===== src/rtl/cpd_pkg.sv =====
// cpd_pkg: shared types and constants for the configuration packet deframer
// holds the word kind codes, header field positions and the result struct
// no dependencies
`timescale 1ns / 1ps

package cpd_pkg;

  localparam int unsigned WordW   = 32;
  localparam int unsigned AddrW   = 14;
  localparam int unsigned CountW  = 27;
  localparam int unsigned OpW     = 2;
  localparam int unsigned TypeW   = 3;
  localparam int unsigned Cnt1W   = 11;

  // header field positions
  localparam int unsigned TypeHi  = 31;
  localparam int unsigned TypeLo  = 29;
  localparam int unsigned OpHi    = 28;
  localparam int unsigned OpLo    = 27;
  localparam int unsigned AddrHi  = 26;
  localparam int unsigned AddrLo  = 13;
  localparam int unsigned Cnt1Hi  = 10;
  localparam int unsigned Cnt2Hi  = 26;

  // header type codes
  localparam logic [TypeW-1:0] HDR_TYPE1 = 3'd1;
  localparam logic [TypeW-1:0] HDR_TYPE2 = 3'd2;

  typedef enum logic [2:0] {
    KIND_TYPE1   = 3'd0,
    KIND_TYPE2   = 3'd1,
    KIND_PAYLOAD = 3'd2,
    KIND_BAD     = 3'd3,
    KIND_DISCARD = 3'd4
  } kind_t;

  typedef struct packed {
    kind_t              word_kind;
    logic               packet_valid;
    logic [OpW-1:0]     packet_opcode;
    logic [AddrW-1:0]   register_address;
    logic [CountW-1:0]  payload_count;
    logic [WordW-1:0]   word_value;
    logic               packet_last;
  } res_t;

endpackage


===== src/rtl/cpd_if.sv =====
// cpd_word_if and cpd_result_if: valid/ready channels of the deframer
// the word channel carries one bitstream word, the result channel one tagged word
// depends on cpd_pkg
`timescale 1ns / 1ps

interface cpd_word_if import cpd_pkg::*; ();
  logic             valid;
  logic             ready;
  logic [WordW-1:0] stream_word;

  modport source (output valid, output stream_word, input ready);
  modport sink   (input valid, input stream_word, output ready);
endinterface

interface cpd_result_if import cpd_pkg::*; ();
  logic              valid;
  logic              ready;
  kind_t             word_kind;
  logic              packet_valid;
  logic [OpW-1:0]    packet_opcode;
  logic [AddrW-1:0]  register_address;
  logic [CountW-1:0] payload_count;
  logic [WordW-1:0]  word_value;
  logic              packet_last;

  modport source (output valid, output word_kind, output packet_valid,
                  output packet_opcode, output register_address,
                  output payload_count, output word_value, output packet_last,
                  input ready);
  modport sink   (input valid, input word_kind, input packet_valid,
                  input packet_opcode, input register_address,
                  input payload_count, input word_value, input packet_last,
                  output ready);
endinterface


===== src/rtl/cpd_parse.sv =====
// cpd_parse: packet parse state and the per-word tagging logic
// state advances on step; result is combinational from the registered word
// depends on cpd_pkg
`timescale 1ns / 1ps

module cpd_parse import cpd_pkg::*; (
  input  logic             clk,
  input  logic             rst_n,
  input  logic             step,
  input  logic [WordW-1:0] word,
  output res_t             res
);

  logic [CountW-1:0] remaining_r, remaining_nxt;
  logic [OpW-1:0]    opcode_r, opcode_nxt;
  logic [AddrW-1:0]  address_r, address_nxt;
  logic              valid_r, valid_nxt;
  logic [CountW-1:0] count_r, count_nxt;
  logic              have_prev_r, have_prev_nxt;
  logic [AddrW-1:0]  prev_addr_r, prev_addr_nxt;
  logic              stopped_r, stopped_nxt;

  logic [TypeW-1:0]  hdr_type;
  logic [OpW-1:0]    hdr_op;
  logic [AddrW-1:0]  hdr_addr;
  logic [CountW-1:0] cnt1;
  logic [CountW-1:0] cnt2;

  // header field extraction
  assign hdr_type = word[TypeHi:TypeLo];
  assign hdr_op   = word[OpHi:OpLo];
  assign hdr_addr = word[AddrHi:AddrLo];
  assign cnt1     = {{(CountW-Cnt1W){1'b0}}, word[Cnt1Hi:0]};
  assign cnt2     = word[Cnt2Hi:0];

  // tagging and next state
  always_comb begin
    remaining_nxt = remaining_r;
    opcode_nxt    = opcode_r;
    address_nxt   = address_r;
    valid_nxt     = valid_r;
    count_nxt     = count_r;
    have_prev_nxt = have_prev_r;
    prev_addr_nxt = prev_addr_r;
    stopped_nxt   = stopped_r;
    res            = '0;
    res.word_kind  = KIND_DISCARD;
    res.word_value = word;
    priority if (stopped_r) begin
      res.word_kind = KIND_DISCARD;
    end else if (remaining_r != '0) begin
      res.word_kind        = KIND_PAYLOAD;
      res.packet_valid     = valid_r;
      res.packet_opcode    = opcode_r;
      res.register_address = address_r;
      res.payload_count    = count_r;
      res.packet_last      = (remaining_r == CountW'(1));
      remaining_nxt        = remaining_r - CountW'(1);
    end else begin
      unique case (hdr_type)
        HDR_TYPE1: begin
          opcode_nxt    = hdr_op;
          address_nxt   = hdr_addr;
          count_nxt     = cnt1;
          valid_nxt     = 1'b1;
          have_prev_nxt = 1'b1;
          prev_addr_nxt = hdr_addr;
          remaining_nxt = cnt1;
          res.word_kind        = KIND_TYPE1;
          res.packet_valid     = 1'b1;
          res.packet_opcode    = hdr_op;
          res.register_address = hdr_addr;
          res.payload_count    = cnt1;
          res.packet_last      = (cnt1 == '0);
        end
        HDR_TYPE2: begin
          opcode_nxt    = hdr_op;
          count_nxt     = cnt2;
          valid_nxt     = have_prev_r;
          address_nxt   = have_prev_r ? prev_addr_r : '0;
          remaining_nxt = cnt2;
          res.word_kind        = KIND_TYPE2;
          res.packet_valid     = have_prev_r;
          res.packet_opcode    = hdr_op;
          res.register_address = have_prev_r ? prev_addr_r : '0;
          res.payload_count    = cnt2;
          res.packet_last      = (cnt2 == '0);
        end
        default: begin
          stopped_nxt   = 1'b1;
          res.word_kind = KIND_BAD;
        end
      endcase
    end
  end

  // parse state registers
  always_ff @(posedge clk) begin
    if (!rst_n) begin
      remaining_r <= '0;
      opcode_r    <= '0;
      address_r   <= '0;
      valid_r     <= 1'b0;
      count_r     <= '0;
      have_prev_r <= 1'b0;
      prev_addr_r <= '0;
      stopped_r   <= 1'b0;
    end else if (step) begin
      remaining_r <= remaining_nxt;
      opcode_r    <= opcode_nxt;
      address_r   <= address_nxt;
      valid_r     <= valid_nxt;
      count_r     <= count_nxt;
      have_prev_r <= have_prev_nxt;
      prev_addr_r <= prev_addr_nxt;
      stopped_r   <= stopped_nxt;
    end
  end

endmodule


===== src/rtl/config_packet_deframer.sv =====
// config_packet_deframer: splits a configuration bitstream into tagged packet words
// path: an input transaction passes the input register, then the result register, before result valid
// throughput: one word per cycle while out_chan.ready allows; both stages advance whenever the result register frees up
// reset: synchronous active-low rst_n clears both stage valids and the parse state,
// so the next word is taken as a header and no earlier packet is known
`timescale 1ns / 1ps

module config_packet_deframer import cpd_pkg::*; (
  input logic          clk,
  input logic          rst_n,
  cpd_word_if.sink     in_chan,
  cpd_result_if.source out_chan
);

  logic             s1_valid_r;
  logic [WordW-1:0] s1_word_r;
  logic             out_valid_r;
  res_t             out_r;
  res_t             res;
  logic             out_free;
  logic             s1_advance;
  logic             in_fire;

  // pipeline control
  assign out_free   = !out_valid_r || out_chan.ready;
  assign s1_advance = s1_valid_r && out_free;
  assign in_chan.ready = !s1_valid_r || out_free;
  assign in_fire    = in_chan.valid && in_chan.ready;

  // input register
  always_ff @(posedge clk) begin
    if (!rst_n) begin
      s1_valid_r <= 1'b0;
    end else if (in_chan.ready) begin
      s1_valid_r <= in_chan.valid;
    end
  end

  always_ff @(posedge clk) begin
    if (in_fire) begin
      s1_word_r <= in_chan.stream_word;
    end
  end

  cpd_parse u_parse (
    .clk   (clk),
    .rst_n (rst_n),
    .step  (s1_advance),
    .word  (s1_word_r),
    .res   (res)
  );

  // result register
  always_ff @(posedge clk) begin
    if (!rst_n) begin
      out_valid_r <= 1'b0;
    end else if (out_free) begin
      out_valid_r <= s1_valid_r;
    end
  end

  always_ff @(posedge clk) begin
    if (s1_advance) begin
      out_r <= res;
    end
  end

  assign out_chan.valid            = out_valid_r;
  assign out_chan.word_kind        = out_r.word_kind;
  assign out_chan.packet_valid     = out_r.packet_valid;
  assign out_chan.packet_opcode    = out_r.packet_opcode;
  assign out_chan.register_address = out_r.register_address;
  assign out_chan.payload_count    = out_r.payload_count;
  assign out_chan.word_value       = out_r.word_value;
  assign out_chan.packet_last      = out_r.packet_last;

  // payload words only come from packets with a nonzero count
  a_payload_count: assert property (@(posedge clk) disable iff (!rst_n)
    (out_valid_r && out_r.word_kind == KIND_PAYLOAD) |-> (out_r.payload_count != '0))
    else $error("payload word tagged with zero count");

  // a type-1 header always delivers its packet
  a_type1_valid: assert property (@(posedge clk) disable iff (!rst_n)
    (out_valid_r && out_r.word_kind == KIND_TYPE1) |-> out_r.packet_valid)
    else $error("type-1 header not marked valid");

  // after a bad header only discarded words follow
  a_stop_sticky: assert property (@(posedge clk) disable iff (!rst_n)
    (out_valid_r && out_chan.ready && out_r.word_kind == KIND_BAD) |=>
    !(out_valid_r && (out_r.word_kind == KIND_TYPE1 || out_r.word_kind == KIND_TYPE2 ||
                      out_r.word_kind == KIND_PAYLOAD || out_r.word_kind == KIND_BAD)))
    else $error("parse resumed after bad header");

  // an accepted word is held in the input stage
  a_in_capture: assert property (@(posedge clk) disable iff (!rst_n)
    in_fire |=> s1_valid_r)
    else $error("accepted word lost from input stage");

endmodule

===== src/flat_wrapper.sv =====
// flat-port wrapper written by rule: the top's interface ports become plain ports
module config_packet_deframer_flat import cpd_pkg::*;
  (clk, rst_n, in_chan_valid, in_chan_stream_word, in_chan_ready, out_chan_valid, out_chan_word_kind, out_chan_packet_valid, out_chan_packet_opcode, out_chan_register_address, out_chan_payload_count, out_chan_word_value, out_chan_packet_last, out_chan_ready);
  cpd_word_if in_chan_i ();
  cpd_result_if out_chan_i ();
  input logic clk;
  input logic rst_n;
  input wire logic [$bits(in_chan_i.valid)-1:0] in_chan_valid;
  input wire logic [$bits(in_chan_i.stream_word)-1:0] in_chan_stream_word;
  output wire logic [$bits(in_chan_i.ready)-1:0] in_chan_ready;
  output wire logic [$bits(out_chan_i.valid)-1:0] out_chan_valid;
  output wire logic [$bits(out_chan_i.word_kind)-1:0] out_chan_word_kind;
  output wire logic [$bits(out_chan_i.packet_valid)-1:0] out_chan_packet_valid;
  output wire logic [$bits(out_chan_i.packet_opcode)-1:0] out_chan_packet_opcode;
  output wire logic [$bits(out_chan_i.register_address)-1:0] out_chan_register_address;
  output wire logic [$bits(out_chan_i.payload_count)-1:0] out_chan_payload_count;
  output wire logic [$bits(out_chan_i.word_value)-1:0] out_chan_word_value;
  output wire logic [$bits(out_chan_i.packet_last)-1:0] out_chan_packet_last;
  input wire logic [$bits(out_chan_i.ready)-1:0] out_chan_ready;
  assign in_chan_i.valid = in_chan_valid;
  assign in_chan_i.stream_word = in_chan_stream_word;
  assign in_chan_ready = in_chan_i.ready;
  assign out_chan_valid = out_chan_i.valid;
  assign out_chan_word_kind = out_chan_i.word_kind;
  assign out_chan_packet_valid = out_chan_i.packet_valid;
  assign out_chan_packet_opcode = out_chan_i.packet_opcode;
  assign out_chan_register_address = out_chan_i.register_address;
  assign out_chan_payload_count = out_chan_i.payload_count;
  assign out_chan_word_value = out_chan_i.word_value;
  assign out_chan_packet_last = out_chan_i.packet_last;
  assign out_chan_i.ready = out_chan_ready;
  config_packet_deframer u_core (.clk(clk), .rst_n(rst_n), .in_chan(in_chan_i), .out_chan(out_chan_i));
endmodule

===== config.mk =====
export PLATFORM = sky130hd
export DESIGN_NAME = config_packet_deframer_flat
export DESIGN_NICKNAME = d
export VERILOG_FILES = /design/src/rtl/cpd_pkg.sv /design/src/rtl/cpd_if.sv /design/src/rtl/cpd_parse.sv /design/src/rtl/config_packet_deframer.sv /design/src/flat_wrapper.sv
export SDC_FILE = /design/constraint.sdc
export NUM_CORES = 1
export LEC_CHECK = 0
export ABC_AREA = 1
export ABC_CLOCK_PERIOD_IN_PS = 8550
export BUFFER_PORTS_ARGS = -buffer_cell sky130_fd_sc_hd__buf_2
export CORE_MARGIN = 5
export CORE_UTILIZATION = 55
export DETAILED_ROUTE_END_ITERATION = 6
export PLACE_DENSITY = 0.76
export SETUP_SLACK_MARGIN = 0.5
export SYNTH_ARGS = -nofsm -noshare
export SYNTH_HDL_FRONTEND = slang
export SYNTH_HIERARCHICAL = 1
export SYNTH_SLANG_ARGS = --single-unit

===== constraint.sdc =====
create_clock -name clk -period 8.55 [get_ports clk]
set_input_delay 1.71 -clock clk [delete_from_list [all_inputs] [get_ports clk]]
set_output_delay 1.71 -clock clk [all_outputs]
set_load 0.1 [all_outputs]

==> summary.md <==
| Metric | Value |
|---|---|
| Avg Inst Size Synth | `8.54 sq um` |
| Total Nets Final | `1177` |
| Most frequent cells in the layout | `nand2_1, nor2_1, buf_2` |
| Crit end category | `primary output` |
| Worst Hold Class | `reg2reg` |
| CTS tree | `yes` |
| Max-slew headroom | `35.7%` |
| Layout Area Growth over Synthesis | `11.3%` |
| Hold Vio Cnt, Final | `0` |
| Crit path top cell by count | `buf_2` |
| Max-slew violations | `0` |
| Core ar. | `16500 sq um` |
| Initial antenna violation count | `0` |
| Clock slew at reported path FFs | `0.06 ns` |
| Vias in the first global route | `6817` |
| Setup TNS Final | `0 ns` |
| Total Die Area | `19400 sq um` |
| Deepest clock path buffer count | `3` |
| CTS root buf | `clkbuf_16` |
| CP max stage delay | `0.43 ns` |
| Largest net degree at the start of global routing | `64` |
| Top cells by area, synth | `edfxtp_1, dfxtp_1, nand2_1, a21oi_1, nor2_1` |
| Diodes inserted | `0` |
| Fin crit share | `47.9%` |
| Gate Count Post-Synth | `1079` |
| Post-route core utilization | `62.1%` |
| Fill count | `1417` |
| Critical Path Source Type | `primary input` |
| CP Max Fanout | `3` |
| Count of cell types in the netlist | `28` |
| Max stage delay cell, worst path | `buf_2` |
| Min Clock Period, post-route | `4.09 ns` |
| Hold_buf cts | `0` |
| Adder-cell area share of the yosys netlist | `0.407%` |
| FP Rows | `47` |
| Post-synthesis simple-gate area fraction | `25.0%` |
| P_leak | `4.09 nW` |
| Post-synthesis compound-gate area fraction | `8.55%` |
| Wire per inst | `15.9 um` |
| Starting density of the core | `55.8%` |
| WL final | `21.9 mm` |
| Finished Cell Area | `10300 sq um` |
| Peak VDD IR | `0.000152 V` |
| Unrepaired setup endpoints after global routing | `no` |
| WP data arrival | `2.38 ns` |
| CTS resizes | `0` |
| Reg area | `5150 sq um` |
| Remaining DRCs | `0` |
| Number of buffers and inverters on the critical path | `3` |
| Worst Clk Skew | `0.00682 ns` |
| Synth Warn # | `6` |
| First-pass GRT wire length | `34.8 mm` |
| Die Height | `139 um` |
| Run status | `completed` |
| Area of the multi-input gates | `3260 sq um` |
| Fmax | `244 MHz` |
| Routability cong. | `0.905` |
| Flop and latch count out of synthesis | `201` |
| Port Buf Inserts | `117` |
| Synth top area share | `36.5%` |
| P per Cell Area | `224 nW/um^2` |
| Post-route ant nets | `0` |
| DR iter-0 viols | `827` |
| Main combinational cell family by area after synthesis | `simple AND/OR/NAND/NOR gates` |
| Clock latency at the later pin of the worst-skew pair | `0.49 ns` |
| Vias | `7414` |
| Num CTS Buffers | `21` |
| Req. time, crit path | `6.84 ns` |
| Via-per-instance ratio | `5.40` |
| Crit path cell chain | `buf_2 > inv_1 > nand3_2 > buf_2` |
| Fraction of layout cells with a size suffix above 1 | `15.0%` |
| H-tree lvl count | `1` |
| Sequential area share after synthesis | `55.8%` |
| Crit path kind | `in2out` |
| Max-cap violations | `0` |
| # setup viols final | `0` |
| Clk sink count | `201` |
| I/O Pins | `118` |
| Cell taking the most area after synthesis | `edfxtp_1` |
| All-Layer GR Usage | `21.5%` |
| GRT overflow | `0` |
| Dpl cell area | `9610 sq um` |
| Synthesized area | `9220 sq um` |
| Die Span X | `139 um` |
| Worst Tran Pin Value | `0.963 ns` |
| TritonRoute pass-1 iters | `5` |
| Commonest non-fill, non-tap cell in the layout | `nand2_1` |
| XOR/XNOR share of the synthesized area | `1.14%` |
| Setup Buffers After CTS | `0` |
| CP delay by family, top | `buffers and inverters` |
| Tot Pwr | `2.30 mW` |
| Mux share of post-synthesis cell area | `0%` |
| Syn_nets | `1118` |
| DPL Wire Length | `14.2 mm` |
-- state kept, by name (all words and copies together), names as in the netlist --
| signal | count |
|---|---|
| u_core/out_chan.packet_last | 1 |
| u_core/out_chan.packet_opcode | 2 |
| u_core/out_chan.packet_valid | 1 |
| u_core/out_chan.payload_count | 27 |
| u_core/out_chan.register_address | 14 |
| u_core/out_chan.valid | 1 |
| u_core/out_chan.word_kind | 3 |
| u_core/out_chan.word_value | 32 |
| u_core/s1_valid_r | 1 |
| u_core/s1_word_r | 32 |
| u_core/u_parse/address_r | 14 |
| u_core/u_parse/count_r | 27 |
| u_core/u_parse/have_prev_r | 1 |
| u_core/u_parse/opcode_r | 2 |
| u_core/u_parse/prev_addr_r | 14 |
| u_core/u_parse/remaining_r | 27 |
| u_core/u_parse/stopped_r | 1 |
| u_core/u_parse/valid_r | 1 |
-- path summary, 6_finish.rpt --
| kind | depth (start not counted) | endpoint | slack [ns] | startpoint |
|---|---|---|---|---|
| hold / removal | 0 | u_core/out_chan.word_value[31] | 0.45 | u_core/s1_word_r[31] |
| hold reg to reg | 0 | u_core/out_chan.word_value[31] | 0.45 | u_core/s1_word_r[31] |
| setup / recovery | 4 | in_chan_ready | 4.46 | out_chan_ready |
| setup reg to reg | 10 | u_core/u_parse/address_r[9] | 4.94 | u_core/u_parse/remaining_r[0] |
-- routing by layer --
layer	global-route usage [%]	share of wire, %
met1	29.2	42
met2	36.0	48
met3	3.26	7.1
met4	6.33	2.5
met5	0	0
-- synth_stat cells (all sizes together) --
cell,n
nand2,297
nor2,132
a21oi,113
edfxtp,112
dfxtp,89
inv,73
buf,59
nand3,58
nand4,50
o21ai,42
clkbuf,30
xor2,12
nor3,5
ha,3
clkinv,2
nor4,1
o2111ai,1
-- cells by family after synthesis --
logic type | count (synthesis)
AO/OA/AOI/OAI | 156
XOR/XNOR | 12
buffers and inverters | 164
AND/OR/NAND/NOR | 543
adder cells (fa/ha/maj) | 3
flip-flops | 201
-- per-stage QoR --
step | hold WS (ns) | cells | setup slack, ns
after detailed placement | 0.446 | 1335 | 4.16
after global routing | 0.470 | 1373 | 4.37
after floorplan | 0.440 | 1079 | 1.06
final | 0.448 | 1373 | 4.46
after global placement | 0.436 | 1335 | 4.25
after CTS | 0.448 | 1373 | 4.45
-- cell type report --
| cell class | count | area share [%] |
|---|---|---|
| flip-flops and latches | 201 | 50.2 |
| multi-input cells | 714 | 31.8 |
| repair buffers | 125 | 6.30 |
| clock buffers | 30 | 5.55 |
| inverters | 75 | 2.75 |
| well taps | 220 | 2.68 |
| clock inverters | 8 | 0.732 |
-- power breakdown --
part	switching (mW)	internal [mW]
Combinational	0.280	0.0763
Clock	0.360	0.496
Sequential	0.0244	1.06
Total	0.665	1.63
No activity file was read; power rests on OpenSTA's default activity.
